$ cat src/rtl/jsu_pkg.sv
// shared types, status codes and utf-8 byte helpers for the json string unescape unit
package jsu_pkg;

    localparam int JSU_QUEUE_DEPTH = 4;

    localparam logic [2:0] ST_RUNNING      = 3'd0;
    localparam logic [2:0] ST_DONE         = 3'd1;
    localparam logic [2:0] ST_UNTERMINATED = 3'd2;
    localparam logic [2:0] ST_BAD_ESCAPE   = 3'd3;
    localparam logic [2:0] ST_UNKNOWN_ESC  = 3'd4;
    localparam logic [2:0] ST_BAD_UNICODE  = 3'd5;

    localparam logic [7:0] UTF8_LEAD2 = 8'hC0;
    localparam logic [7:0] UTF8_LEAD3 = 8'hE0;
    localparam logic [7:0] UTF8_LEAD4 = 8'hF0;
    localparam logic [7:0] UTF8_CONT  = 8'h80;

    // one queued job: an optional lone high surrogate, then the main sequence
    typedef struct packed {
        logic        pre_en;
        logic [15:0] pre_code;
        logic [2:0]  main_cnt;
        logic [20:0] main_val;
        logic [2:0]  status;
    } jsu_job_t;

    // byte q of the utf-8 sequence of length cnt carrying v
    function automatic logic [7:0] utf8_byte(input logic [20:0] v, input logic [2:0] cnt,
                                             input logic [2:0] q);
        logic [7:0] r;
        r = UTF8_CONT | {2'b00, v[5:0]};
        case (cnt)
            3'd1: r = v[7:0];
            3'd2:
            begin
                if (q == 3'd0) r = UTF8_LEAD2 | {3'b000, v[10:6]};
            end
            3'd3:
            begin
                if (q == 3'd0) r = UTF8_LEAD3 | {4'b0000, v[15:12]};
                else if (q == 3'd1) r = UTF8_CONT | {2'b00, v[11:6]};
            end
            3'd4:
            begin
                if (q == 3'd0) r = UTF8_LEAD4 | {5'b00000, v[20:18]};
                else if (q == 3'd1) r = UTF8_CONT | {2'b00, v[17:12]};
                else if (q == 3'd2) r = UTF8_CONT | {2'b00, v[11:6]};
            end
            default: r = UTF8_CONT | {2'b00, v[5:0]};
        endcase
        return r;
    endfunction

endpackage

$ cat src/rtl/jsu_in_if.sv
// input channel: one raw text byte per word
interface jsu_in_if;
    logic       valid;
    logic       ready;
    logic [7:0] text_byte;
    logic       end_of_text;

    modport source(output valid, text_byte, end_of_text, input ready);
    modport sink(input valid, text_byte, end_of_text, output ready);
endinterface

$ cat src/rtl/jsu_out_if.sv
// output channel: one decoded result per word
interface jsu_out_if;
    logic       valid;
    logic       ready;
    logic [7:0] out_byte;
    logic       has_byte;
    logic [2:0] status;
    logic       last;

    modport source(output valid, out_byte, has_byte, status, last, input ready);
    modport sink(input valid, out_byte, has_byte, status, last, output ready);
endinterface

$ cat src/rtl/jsu_front.sv
// front end: escape state machine, turns a text byte into a queued job when it yields output or a status
module jsu_front
    import jsu_pkg::*;
(
    input  logic       clk,
    input  logic       rst_n,
    jsu_in_if.sink     text,
    input  logic       q_full,
    output logic       push,
    output jsu_job_t   job
);

    localparam logic [3:0] PH_BODY    = 4'd0;
    localparam logic [3:0] PH_ESC     = 4'd1;
    localparam logic [3:0] PH_HEX     = 4'd2;
    localparam logic [3:0] PH_HIGH    = 4'd3;
    localparam logic [3:0] PH_HIGH_BS = 4'd4;
    localparam logic [3:0] PH_LOW_HEX = 4'd5;

    localparam logic [7:0] CH_QUOTE  = 8'h22;
    localparam logic [7:0] CH_BSLASH = 8'h5C;
    localparam logic [7:0] CH_SLASH  = 8'h2F;
    localparam logic [7:0] CH_B      = 8'h62;
    localparam logic [7:0] CH_F      = 8'h66;
    localparam logic [7:0] CH_N      = 8'h6E;
    localparam logic [7:0] CH_R      = 8'h72;
    localparam logic [7:0] CH_T      = 8'h74;
    localparam logic [7:0] CH_U      = 8'h75;

    logic [3:0]  phase_reg, phase_next;
    logic [15:0] hex_value_reg, hex_value_next;
    logic [2:0]  hex_count_reg, hex_count_next;
    logic        hex_prefix_ok_reg, hex_prefix_ok_next;
    logic [15:0] pending_high_reg, pending_high_next;

    logic        accept;
    logic [7:0]  b;
    logic        hd_ok;
    logic [3:0]  hd_val;
    logic [15:0] tk_value;
    logic        tk_prefix;
    logic        tk_done;
    logic        body_b;
    logic        esc_b;
    logic        fin;
    logic [15:0] fin_code;
    logic        pre_en;
    logic [2:0]  main_cnt;
    logic [20:0] main_val;
    logic [2:0]  st;

    assign text.ready = !q_full;
    assign accept     = text.valid && text.ready;
    assign b          = text.text_byte;

    always_comb
    begin
        hd_ok  = 1'b1;
        hd_val = 4'd0;
        if (b inside {[8'h30:8'h39]}) hd_val = b[3:0];
        else if (b inside {[8'h61:8'h66], [8'h41:8'h46]}) hd_val = b[3:0] + 4'd9;
        else hd_ok = 1'b0;
    end

    assign tk_prefix = hex_prefix_ok_reg && hd_ok;
    assign tk_value  = tk_prefix ? {hex_value_reg[11:0], hd_val} : hex_value_reg;
    assign tk_done   = (hex_count_reg == 3'd3);

    always_comb
    begin
        phase_next         = phase_reg;
        hex_value_next     = hex_value_reg;
        hex_count_next     = hex_count_reg;
        hex_prefix_ok_next = hex_prefix_ok_reg;
        pending_high_next  = pending_high_reg;
        body_b   = 1'b0;
        esc_b    = 1'b0;
        fin      = 1'b0;
        fin_code = tk_value;
        pre_en   = 1'b0;
        main_cnt = 3'd0;
        main_val = 21'd0;
        st       = ST_RUNNING;

        case (phase_reg)
            PH_BODY: body_b = 1'b1;
            PH_ESC:  esc_b = 1'b1;
            PH_HEX:
            begin
                hex_value_next     = tk_value;
                hex_prefix_ok_next = tk_prefix;
                hex_count_next     = hex_count_reg + 3'd1;
                fin                = tk_done;
            end
            PH_HIGH:
            begin
                if (b == CH_BSLASH) phase_next = PH_HIGH_BS;
                else
                begin
                    pre_en     = 1'b1;
                    phase_next = PH_BODY;
                    body_b     = 1'b1;
                end
            end
            PH_HIGH_BS:
            begin
                if (b == CH_U)
                begin
                    phase_next         = PH_LOW_HEX;
                    hex_value_next     = 16'd0;
                    hex_count_next     = 3'd0;
                    hex_prefix_ok_next = 1'b1;
                end
                else
                begin
                    pre_en = 1'b1;
                    esc_b  = 1'b1;
                end
            end
            PH_LOW_HEX:
            begin
                hex_value_next     = tk_value;
                hex_prefix_ok_next = tk_prefix;
                hex_count_next     = hex_count_reg + 3'd1;
                if (tk_done)
                begin
                    if (tk_value inside {[16'hDC00:16'hDFFF]})
                    begin
                        // surrogate pair folds into one 4-byte sequence
                        main_cnt   = 3'd4;
                        main_val   = {1'b0, pending_high_reg[9:0], tk_value[9:0]} + 21'h10000;
                        phase_next = PH_BODY;
                    end
                    else
                    begin
                        pre_en = 1'b1;
                        fin    = 1'b1;
                    end
                end
            end
            default:
            begin
                phase_next = PH_BODY;
                body_b     = 1'b1;
            end
        endcase

        if (body_b)
        begin
            if (b == CH_QUOTE) st = ST_DONE;
            else if (b == CH_BSLASH) phase_next = PH_ESC;
            else
            begin
                main_cnt = 3'd1;
                main_val = {13'd0, b};
            end
        end

        if (esc_b)
        begin
            phase_next = PH_BODY;
            main_cnt   = 3'd1;
            case (b)
                CH_QUOTE:  main_val = {13'd0, CH_QUOTE};
                CH_BSLASH: main_val = {13'd0, CH_BSLASH};
                CH_SLASH:  main_val = {13'd0, CH_SLASH};
                CH_B:      main_val = 21'h08;
                CH_F:      main_val = 21'h0C;
                CH_N:      main_val = 21'h0A;
                CH_R:      main_val = 21'h0D;
                CH_T:      main_val = 21'h09;
                CH_U:
                begin
                    main_cnt           = 3'd0;
                    phase_next         = PH_HEX;
                    hex_value_next     = 16'd0;
                    hex_count_next     = 3'd0;
                    hex_prefix_ok_next = 1'b1;
                end
                default:
                begin
                    main_cnt = 3'd0;
                    st       = ST_UNKNOWN_ESC;
                end
            endcase
        end

        if (fin)
        begin
            if (fin_code inside {[16'hD800:16'hDBFF]})
            begin
                pending_high_next = fin_code;
                phase_next        = PH_HIGH;
            end
            else
            begin
                main_val   = {5'd0, fin_code};
                phase_next = PH_BODY;
                if (fin_code < 16'h0080) main_cnt = 3'd1;
                else if (fin_code < 16'h0800) main_cnt = 3'd2;
                else main_cnt = 3'd3;
            end
        end

        // end of text inside the string sets an error status; a waiting high surrogate goes out alone
        if (st == ST_RUNNING && text.end_of_text)
        begin
            case (phase_next)
                PH_ESC: st = ST_BAD_ESCAPE;
                PH_HEX: st = ST_BAD_UNICODE;
                PH_HIGH, PH_HIGH_BS, PH_LOW_HEX:
                begin
                    main_cnt = 3'd3;
                    main_val = {5'd0, pending_high_next};
                    if (phase_next == PH_HIGH) st = ST_UNTERMINATED;
                    else if (phase_next == PH_HIGH_BS) st = ST_BAD_ESCAPE;
                    else st = ST_BAD_UNICODE;
                end
                default: st = ST_UNTERMINATED;
            endcase
        end

        if (st != ST_RUNNING)
        begin
            phase_next         = PH_BODY;
            hex_value_next     = 16'd0;
            hex_count_next     = 3'd0;
            hex_prefix_ok_next = 1'b1;
            pending_high_next  = 16'd0;
        end
    end

    assign push          = accept && (pre_en || main_cnt != 3'd0 || st != ST_RUNNING);
    assign job.pre_en    = pre_en;
    assign job.pre_code  = pending_high_reg;
    assign job.main_cnt  = main_cnt;
    assign job.main_val  = main_val;
    assign job.status    = st;

    always_ff @(posedge clk or negedge rst_n)
    begin
        if (!rst_n)
        begin
            phase_reg         <= PH_BODY;
            hex_value_reg     <= 16'd0;
            hex_count_reg     <= 3'd0;
            hex_prefix_ok_reg <= 1'b1;
            pending_high_reg  <= 16'd0;
        end
        else if (accept)
        begin
            phase_reg         <= phase_next;
            hex_value_reg     <= hex_value_next;
            hex_count_reg     <= hex_count_next;
            hex_prefix_ok_reg <= hex_prefix_ok_next;
            pending_high_reg  <= pending_high_next;
        end
    end

endmodule

$ cat src/rtl/jsu_queue.sv
// job queue between the front end and the byte emitter
module jsu_queue
    import jsu_pkg::*;
#(
    parameter int DEPTH = JSU_QUEUE_DEPTH
)
(
    input  logic     clk,
    input  logic     rst_n,
    input  logic     push,
    input  jsu_job_t push_job,
    output logic     full,
    input  logic     pop,
    output logic     head_valid,
    output jsu_job_t head_job
);

    localparam int AW = $clog2(DEPTH);
    localparam int CW = $clog2(DEPTH + 1);

    jsu_job_t       mem [DEPTH];
    logic [AW-1:0]  wr_ptr_reg, rd_ptr_reg;
    logic [CW-1:0]  count_reg, count_next;

    assign full       = (count_reg == CW'(DEPTH));
    assign head_valid = (count_reg != '0);
    assign head_job   = mem[rd_ptr_reg];

    always_comb
    begin
        count_next = count_reg;
        if (push && !pop) count_next = count_reg + CW'(1);
        else if (pop && !push) count_next = count_reg - CW'(1);
    end

    always_ff @(posedge clk)
    begin
        if (push) mem[wr_ptr_reg] <= push_job;
    end

    always_ff @(posedge clk or negedge rst_n)
    begin
        if (!rst_n)
        begin
            wr_ptr_reg <= '0;
            rd_ptr_reg <= '0;
            count_reg  <= '0;
        end
        else
        begin
            count_reg <= count_next;
            if (push) wr_ptr_reg <= (wr_ptr_reg == AW'(DEPTH - 1)) ? '0 : wr_ptr_reg + AW'(1);
            if (pop) rd_ptr_reg <= (rd_ptr_reg == AW'(DEPTH - 1)) ? '0 : rd_ptr_reg + AW'(1);
        end
    end

endmodule

$ cat src/rtl/jsu_back.sv
// back end: expands each job into result words, one per cycle while the output is not stalled
module jsu_back
    import jsu_pkg::*;
(
    input  logic       clk,
    input  logic       rst_n,
    input  logic       head_valid,
    input  jsu_job_t   head_job,
    output logic       pop,
    jsu_out_if.source  decoded
);

    logic [2:0] idx_reg;
    logic       out_valid_reg;
    logic [7:0] out_byte_reg;
    logic       has_byte_reg;
    logic [2:0] status_reg;
    logic       last_reg;

    logic [2:0] total;
    logic [2:0] last_idx;
    logic [2:0] q;
    logic       is_last;
    logic       has_byte;
    logic [7:0] byte_val;
    logic       load;

    assign total    = (head_job.pre_en ? 3'd3 : 3'd0) + head_job.main_cnt;
    assign last_idx = (total == 3'd0) ? 3'd0 : total - 3'd1;
    assign is_last  = (idx_reg == last_idx);
    assign has_byte = (total != 3'd0);
    assign q        = idx_reg - (head_job.pre_en ? 3'd3 : 3'd0);

    always_comb
    begin
        if (!has_byte) byte_val = 8'd0;
        else if (head_job.pre_en && idx_reg < 3'd3)
            byte_val = utf8_byte({5'd0, head_job.pre_code}, 3'd3, idx_reg);
        else byte_val = utf8_byte(head_job.main_val, head_job.main_cnt, q);
    end

    assign load = head_valid && (!out_valid_reg || decoded.ready);
    assign pop  = load && is_last;

    assign decoded.valid    = out_valid_reg;
    assign decoded.out_byte = out_byte_reg;
    assign decoded.has_byte = has_byte_reg;
    assign decoded.status   = status_reg;
    assign decoded.last     = last_reg;

    always_ff @(posedge clk)
    begin
        if (load)
        begin
            out_byte_reg <= byte_val;
            has_byte_reg <= has_byte;
            status_reg   <= is_last ? head_job.status : ST_RUNNING;
            last_reg     <= is_last;
        end
    end

    always_ff @(posedge clk or negedge rst_n)
    begin
        if (!rst_n)
        begin
            out_valid_reg <= 1'b0;
            idx_reg       <= 3'd0;
        end
        else
        begin
            if (load) out_valid_reg <= 1'b1;
            else if (decoded.ready) out_valid_reg <= 1'b0;
            if (load) idx_reg <= is_last ? 3'd0 : idx_reg + 3'd1;
        end
    end

endmodule

$ cat src/rtl/json_string_unescape_utf8_unit.sv
// top level: json string body decoder to utf-8, front end, job queue, byte emitter
//
//  channel   dir   payload                              word
//  text      in    text_byte[7:0], end_of_text          one raw byte of the string body
//  decoded   out   out_byte[7:0], has_byte, status[2:0], last   one decoded result
//
// the front end takes one text byte per cycle while the job queue has room
// the emitter sends one result per cycle while the output is not stalled; a byte can decode
// to up to 6 results, and QUEUE_DEPTH jobs absorb those bursts
// a stalled output holds its word and the queue fills before text.ready drops
// rst_n clears the escape state, the queue and the output valid at once
module json_string_unescape_utf8_unit
    import jsu_pkg::*;
#(
    parameter int QUEUE_DEPTH = JSU_QUEUE_DEPTH
)
(
    input  logic      clk,
    input  logic      rst_n,
    jsu_in_if.sink    text,
    jsu_out_if.source decoded
);

    logic     q_full;
    logic     push;
    jsu_job_t push_job;
    logic     pop;
    logic     head_valid;
    jsu_job_t head_job;

    jsu_front u_front (
        .clk    (clk),
        .rst_n  (rst_n),
        .text   (text),
        .q_full (q_full),
        .push   (push),
        .job    (push_job)
    );

    jsu_queue #(
        .DEPTH (QUEUE_DEPTH)
    ) u_queue (
        .clk        (clk),
        .rst_n      (rst_n),
        .push       (push),
        .push_job   (push_job),
        .full       (q_full),
        .pop        (pop),
        .head_valid (head_valid),
        .head_job   (head_job)
    );

    jsu_back u_back (
        .clk        (clk),
        .rst_n      (rst_n),
        .head_valid (head_valid),
        .head_job   (head_job),
        .pop        (pop),
        .decoded    (decoded)
    );

`ifndef NO_ASSERTIONS
    // only the closing word of a job carries a status
    assert property (@(posedge clk) disable iff (!rst_n)
        decoded.valid && !decoded.last |-> decoded.has_byte && decoded.status == ST_RUNNING)
    else $error("non-last word without byte or with status");

    // a word with no byte must be a status-only closing word
    assert property (@(posedge clk) disable iff (!rst_n)
        decoded.valid && !decoded.has_byte |-> decoded.out_byte == 8'd0 &&
            decoded.status != ST_RUNNING)
    else $error("empty word without status");

    // the queue never takes a job when full
    assert property (@(posedge clk) disable iff (!rst_n)
        q_full |-> !push)
    else $error("push into full queue");

    // a job is only popped while the queue holds one
    assert property (@(posedge clk) disable iff (!rst_n)
        pop |-> head_valid)
    else $error("pop from empty queue");
`endif

endmodule

$ cat src/flat_wrapper.sv
// flat-port wrapper written by rule: the top's interface ports become plain ports
module json_string_unescape_utf8_unit_flat import jsu_pkg::*;
#(
    parameter int QUEUE_DEPTH = JSU_QUEUE_DEPTH
)
  (clk, rst_n, text_valid, text_text_byte, text_end_of_text, text_ready, decoded_valid, decoded_out_byte, decoded_has_byte, decoded_status, decoded_last, decoded_ready);
  jsu_in_if text_i ();
  jsu_out_if decoded_i ();
  input  logic clk;
  input  logic rst_n;
  input wire logic [$bits(text_i.valid)-1:0] text_valid;
  input wire logic [$bits(text_i.text_byte)-1:0] text_text_byte;
  input wire logic [$bits(text_i.end_of_text)-1:0] text_end_of_text;
  output wire logic [$bits(text_i.ready)-1:0] text_ready;
  output wire logic [$bits(decoded_i.valid)-1:0] decoded_valid;
  output wire logic [$bits(decoded_i.out_byte)-1:0] decoded_out_byte;
  output wire logic [$bits(decoded_i.has_byte)-1:0] decoded_has_byte;
  output wire logic [$bits(decoded_i.status)-1:0] decoded_status;
  output wire logic [$bits(decoded_i.last)-1:0] decoded_last;
  input wire logic [$bits(decoded_i.ready)-1:0] decoded_ready;
  assign text_i.valid = text_valid;
  assign text_i.text_byte = text_text_byte;
  assign text_i.end_of_text = text_end_of_text;
  assign text_ready = text_i.ready;
  assign decoded_valid = decoded_i.valid;
  assign decoded_out_byte = decoded_i.out_byte;
  assign decoded_has_byte = decoded_i.has_byte;
  assign decoded_status = decoded_i.status;
  assign decoded_last = decoded_i.last;
  assign decoded_i.ready = decoded_ready;
  json_string_unescape_utf8_unit #(.QUEUE_DEPTH(QUEUE_DEPTH)) u_core (.clk(clk), .rst_n(rst_n), .text(text_i), .decoded(decoded_i));
endmodule
$ cat config.mk
export PLATFORM = sky130hd
export DESIGN_NAME = json_string_unescape_utf8_unit_flat
export DESIGN_NICKNAME = d
export VERILOG_FILES = /design/src/rtl/jsu_pkg.sv /design/src/rtl/jsu_in_if.sv /design/src/rtl/jsu_out_if.sv /design/src/rtl/jsu_front.sv /design/src/rtl/jsu_queue.sv /design/src/rtl/jsu_back.sv /design/src/rtl/json_string_unescape_utf8_unit.sv /design/src/flat_wrapper.sv
export SDC_FILE = /design/constraint.sdc
export NUM_CORES = 1
export LEC_CHECK = 0
export BUFFER_PORTS_ARGS = -buffer_cell sky130_fd_sc_hd__buf_2
export CAP_MARGIN = 20
export CORE_MARGIN = 8
export CORE_UTILIZATION = 50
export DETAILED_ROUTE_END_ITERATION = 6
export HOLD_SLACK_MARGIN = 0.08
export PLACE_DENSITY_LB_ADDON = 0.3
export SLEW_MARGIN = 20
export SYNTH_ARGS = -nofsm -noshare
export SYNTH_HDL_FRONTEND = slang
export SYNTH_SLANG_ARGS = --single-unit
$ cat constraint.sdc
create_clock -name clk -period 8.1 [get_ports clk]
set_input_delay 1.62 -clock clk [delete_from_list [all_inputs] [get_ports clk]]
set_output_delay 1.62 -clock clk [all_outputs]
set_load 0.005 [all_outputs]
==> metrics.txt <==
# TYPE chip_impl_metric gauge
chip_impl_info{name="status",value="complete, no violations"} 1
chip_impl_metric{name="synth.cell_area",unit="um2"} 11650
chip_impl_metric{name="power_density",unit="nW/um2"} 331.8
chip_impl_metric{name="cp.arrival",unit="ns"} 5.66
chip_impl_metric{name="switchingPower",unit="mW"} 1.421
chip_impl_metric{name="number_of_buffers_added_to_fix_hold_violations_after_cts",unit=""} 0
chip_impl_metric{name="route.detailed.wl_per_inst",unit="um"} 23.28
chip_impl_metric{name="cts_resized",unit=""} 0
chip_impl_metric{name="layout-drive-gt1-share",unit="%"} 18.60
chip_impl_metric{name="clk-insertion-delay-late",unit="ns"} 0.51
chip_impl_info{name="synthMostInstantiatedCell",value="sky130_fd_sc_hd__edfxtp_1"} 1
chip_impl_metric{name="diodes",unit=""} 0
chip_impl_info{name="setup_repair_after_global_routing_missed_its_margin",value="false"} 1
chip_impl_metric{name="final.period_utilization",unit="%"} 65.05
chip_impl_metric{name="finalSetupTns",unit="ns"} 0
chip_impl_metric{name="area_growth",unit="%"} 10.89
chip_impl_metric{name="global_route.usage.met3",unit="%"} 3.494
chip_impl_metric{name="routed_via_density",unit=""} 6.187
chip_impl_metric{name="synth-seq-cells",unit=""} 240
chip_impl_metric{name="use_met1",unit="%"} 25.53
chip_impl_info{name="ys_top_cells_by_count",value="sky130_fd_sc_hd__edfxtp_1, sky130_fd_sc_hd__nand2_1, sky130_fd_sc_hd__dfrtp_1"} 1
chip_impl_metric{name="first_drt_iteration_drcs",unit=""} 754
chip_impl_metric{name="place.gp.congestion",unit=""} 0.9696
chip_impl_metric{name="cts_inserted_buffers",unit=""} 25
chip_impl_metric{name="static-leakage-power",unit="nW"} 4.636
chip_impl_metric{name="port_buffers",unit=""} 27
chip_impl_metric{name="cts.repair_timing.setup_buffer_count",unit=""} 0
chip_impl_metric{name="synth.yosys.warnings",unit=""} 0
chip_impl_metric{name="max_slew_vio_count",unit=""} 0
chip_impl_metric{name="floorplan.die.height",unit="um"} 168.7
chip_impl_metric{name="aggregate_global_route_resource_usage",unit="%"} 19.69
chip_impl_metric{name="synthDistinctLibCells",unit=""} 87
chip_impl_metric{name="internal_power",unit="mW"} 2.867
chip_impl_metric{name="drcViolationCount",unit=""} 0
chip_impl_metric{name="hold_violations",unit=""} 0
chip_impl_metric{name="worst_slew_margin_rel",unit="%"} 27.28
chip_impl_metric{name="floorplan.die.width",unit="um"} 168.7
chip_impl_metric{name="via_count",unit=""} 7462
chip_impl_metric{name="finalClockSkew",unit="ns"} 0.008511
chip_impl_info{name="synthFlopType",value="sky130_fd_sc_hd__edfxtp_1"} 1
chip_impl_metric{name="ys_async_sr_fraction",unit="%"} 21.25
chip_impl_metric{name="synthDominantCellAreaShare",unit="%"} 48.70
chip_impl_metric{name="critPathMaxFanout",unit=""} 18
chip_impl_metric{name="clkTransAtPathRegs",unit="ns"} 0.06
chip_impl_info{name="global_route.peak_usage_layer",value="met2"} 1
chip_impl_info{name="cts_tree",value="done"} 1
chip_impl_metric{name="post-dp-hpwl",unit="mm"} 18.91
chip_impl_info{name="crit_type",value="flop to flop"} 1
chip_impl_metric{name="htree_num_levels",unit=""} 1
chip_impl_metric{name="largest_net_degree_at_the_start_of_global_routing",unit=""} 52
chip_impl_metric{name="clock_power_share",unit="%"} 26.3
chip_impl_metric{name="vdd.ir_drop.worst",unit="mV"} 0.1779
chip_impl_metric{name="drt_pre_antenna_iters",unit=""} 5
chip_impl_metric{name="vias_in_the_first_global_route",unit=""} 7385
chip_impl_metric{name="postSynthCellCount",unit=""} 846
chip_impl_metric{name="drtAntennaViolNets",unit=""} 0
chip_impl_metric{name="num_io_pins",unit=""} 28
chip_impl_metric{name="drv_cap",unit=""} 0
chip_impl_info{name="timing.critical_path.from_type",value="flop"} 1
chip_impl_metric{name="switching_share",unit="%"} 33.14
chip_impl_metric{name="start_util",unit="%"} 50.25
chip_impl_metric{name="finalCriticalPeriod",unit="ns"} 5.269
chip_impl_metric{name="antenna_violations_before_repair",unit=""} 0
chip_impl_metric{name="globalRoute.totalOverflow",unit=""} 0
chip_impl_metric{name="post-layout-total-power",unit="mW"} 4.288
chip_impl_info{name="netlist_top_cells_area",value="sky130_fd_sc_hd__edfxtp_1, sky130_fd_sc_hd__dfrtp_1, sky130_fd_sc_hd__mux4_2"} 1
chip_impl_metric{name="final-setup-viol-count",unit=""} 0
chip_impl_metric{name="clkSinkCount",unit=""} 240
chip_impl_info{name="synth.largest_area_cell",value="sky130_fd_sc_hd__edfxtp_1"} 1
chip_impl_metric{name="largest_register_ffs",unit=""} 176
chip_impl_metric{name="worst_pin_slew",unit="ns"} 1.091
chip_impl_metric{name="rows",unit=""} 56
chip_impl_metric{name="comb_power_share",unit="%"} 33.2
chip_impl_metric{name="clock_tree.buffer_depth",unit=""} 3
chip_impl_metric{name="synth-seq-area-share",unit="%"} 59.66
chip_impl_metric{name="syn-num-nets",unit=""} 883
chip_impl_metric{name="detail_route.wirelength",unit="mm"} 28.07
chip_impl_metric{name="global_route_wire_length_before_repair",unit="mm"} 43.15
chip_impl_metric{name="synth_edf_count",unit=""} 189
chip_impl_metric{name="fin_nets",unit=""} 906
chip_impl_metric{name="grt.met2_usage",unit="%"} 32.04
chip_impl_info{name="hold_class",value="flop to flop"} 1
chip_impl_info{name="cts-root-buf",value="sky130_fd_sc_hd__clkbuf_16"} 1
chip_impl_metric{name="die_area",unit="um2"} 28450
chip_impl_metric{name="required",unit="ns"} 8.49
chip_impl_metric{name="coreArea",unit="um2"} 23190
chip_impl_metric{name="timing.fmax",unit="MHz"} 189.8
chip_impl_metric{name="sequentialPowerShare",unit="%"} 40.5
chip_impl_info{name="worst_setup_path_end_kind",value="flop"} 1
chip_impl_metric{name="avgSynthCellArea",unit="um2"} 13.78
[kinds of logic (layout without fill, tap and decap cells)]
kind of cell	after synthesis	in the layout	synth area share [%]
simple gates	218	218	10.59
buf+inv	74	115	2.577
compound gates	201	201	12.10
mux	74	74	11.17
flops	240	240	59.66
fa+ha+maj	25	25	2.856
xor+xnor	14	14	1.052
[metal layers]
metal	wire length [um]	part of all wire (%)
met5	0	0
met3	1828	6.5
met2	13420	48
met1	11610	41
met4	1214	4.3
[worst paths after layout]
check | start | to | slack (ns) | depth (start not counted)
worst min register to register | u_core.u_back.decoded.valid | u_core.u_back.decoded.valid | 0.49 | 2
worst max-delay path | u_core.u_queue.rd_ptr_reg[0] | u_core.u_queue.count_reg[1] | 2.83 | 15
worst max register to register | u_core.u_queue.rd_ptr_reg[0] | u_core.u_queue.count_reg[1] | 2.83 | 15
max in group asynchronous | rst_n | u_core.u_queue.rd_ptr_reg[1] | 6.27 | 2
worst min-delay path | u_core.u_back.decoded.valid | u_core.u_back.decoded.valid | 0.49 | 2
min in group asynchronous | rst_n | u_core.u_front.phase_reg[0] | 1.24 | 2
[metrics by stage]
stage                     instances  utilization (%)  hold WS, ns  setup slack (ns)  cell area (um2)
after CTS                      1205            55.69       0.4927             2.752            12910
final                          1206            55.72       0.4857             2.831            12920
after global placement         1160            52.20       0.4707             2.944            12110
after detailed placement       1160            52.20       0.4796             2.795            12110
after global routing           1206            55.72       0.5097             2.417            12920
after floorplan                 846                -       0.4561             3.122            11650
[layout make-up]
cell class / count / area [um2]
Fill cell: 1888 / 10270
Sequential cell: 240 / 6955
Clock inverter: 14 / 151.4
Multi-Input combinational cell: 532 / 4409
Inverter: 29 / 108.9
Timing Repair Buffer: 41 / 240.2
Tap cell: 319 / 399.1
Clock buffer: 31 / 658.1
[cell usage in the layout, fill, tap and decap left out, types with 5 or more instances in the layout]
master,instances
sky130_fd_sc_hd__o21a_1,11
sky130_fd_sc_hd__clkbuf_16,25
sky130_fd_sc_hd__a22o_1,13
sky130_fd_sc_hd__nor3b_1,8
sky130_fd_sc_hd__a32o_1,6
sky130_fd_sc_hd__nand2_1,65
sky130_fd_sc_hd__mux4_2,44
sky130_fd_sc_hd__nor2b_1,10
sky130_fd_sc_hd__edfxtp_1,189
sky130_fd_sc_hd__a21o_1,6
sky130_fd_sc_hd__nand2b_1,9
sky130_fd_sc_hd__mux2i_1,22
sky130_fd_sc_hd__a21oi_1,33
sky130_fd_sc_hd__a31oi_1,11
sky130_fd_sc_hd__and3_1,8
sky130_fd_sc_hd__and2_1,13
sky130_fd_sc_hd__xnor2_1,8
sky130_fd_sc_hd__mux2_2,8
sky130_fd_sc_hd__nor3_1,14
sky130_fd_sc_hd__a222oi_1,6
sky130_fd_sc_hd__o21ai_0,49
sky130_fd_sc_hd__dfrtp_1,48
sky130_fd_sc_hd__buf_2,27
sky130_fd_sc_hd__nand3_1,7
sky130_fd_sc_hd__clkinv_2,5
sky130_fd_sc_hd__a22oi_1,6
sky130_fd_sc_hd__nor2_1,28
sky130_fd_sc_hd__clkbuf_1,5
sky130_fd_sc_hd__inv_1,29
sky130_fd_sc_hd__xor2_1,6
sky130_fd_sc_hd__o2bb2ai_1,6
sky130_fd_sc_hd__o21ai_1,5
sky130_fd_sc_hd__buf_4,14
sky130_fd_sc_hd__ha_1,21
[power groups by stage]
stage,combinational [mW],clock (mW),sequential (mW)
floorplan,1.07,0,1.69
global placement,1.39,0,1.75
detailed placement,1.42,0,1.77
CTS,1.43,1.15,1.74
global route,1.56,1.20,1.76
finish,1.42,1.13,1.74
[critical path, stage by stage (launching register included)]
cell	delay (ns)
sky130_fd_sc_hd__dfrtp_2	0.72
sky130_fd_sc_hd__buf_4	0.36
sky130_fd_sc_hd__mux4_2	0.72
sky130_fd_sc_hd__ha_1	0.28
sky130_fd_sc_hd__fa_1	0.45
sky130_fd_sc_hd__inv_1	0.08
sky130_fd_sc_hd__ha_1	0.16
sky130_fd_sc_hd__ha_1	0.30
sky130_fd_sc_hd__a21oi_1	0.07
sky130_fd_sc_hd__o32ai_1	0.41
sky130_fd_sc_hd__and2_1	0.31
sky130_fd_sc_hd__nand2_1	0.22
sky130_fd_sc_hd__ha_1	0.33
sky130_fd_sc_hd__inv_1	0.08
sky130_fd_sc_hd__fa_1	0.40
sky130_fd_sc_hd__mux2_2	0.26
Note: power is estimated with default switching activity, not from simulation.
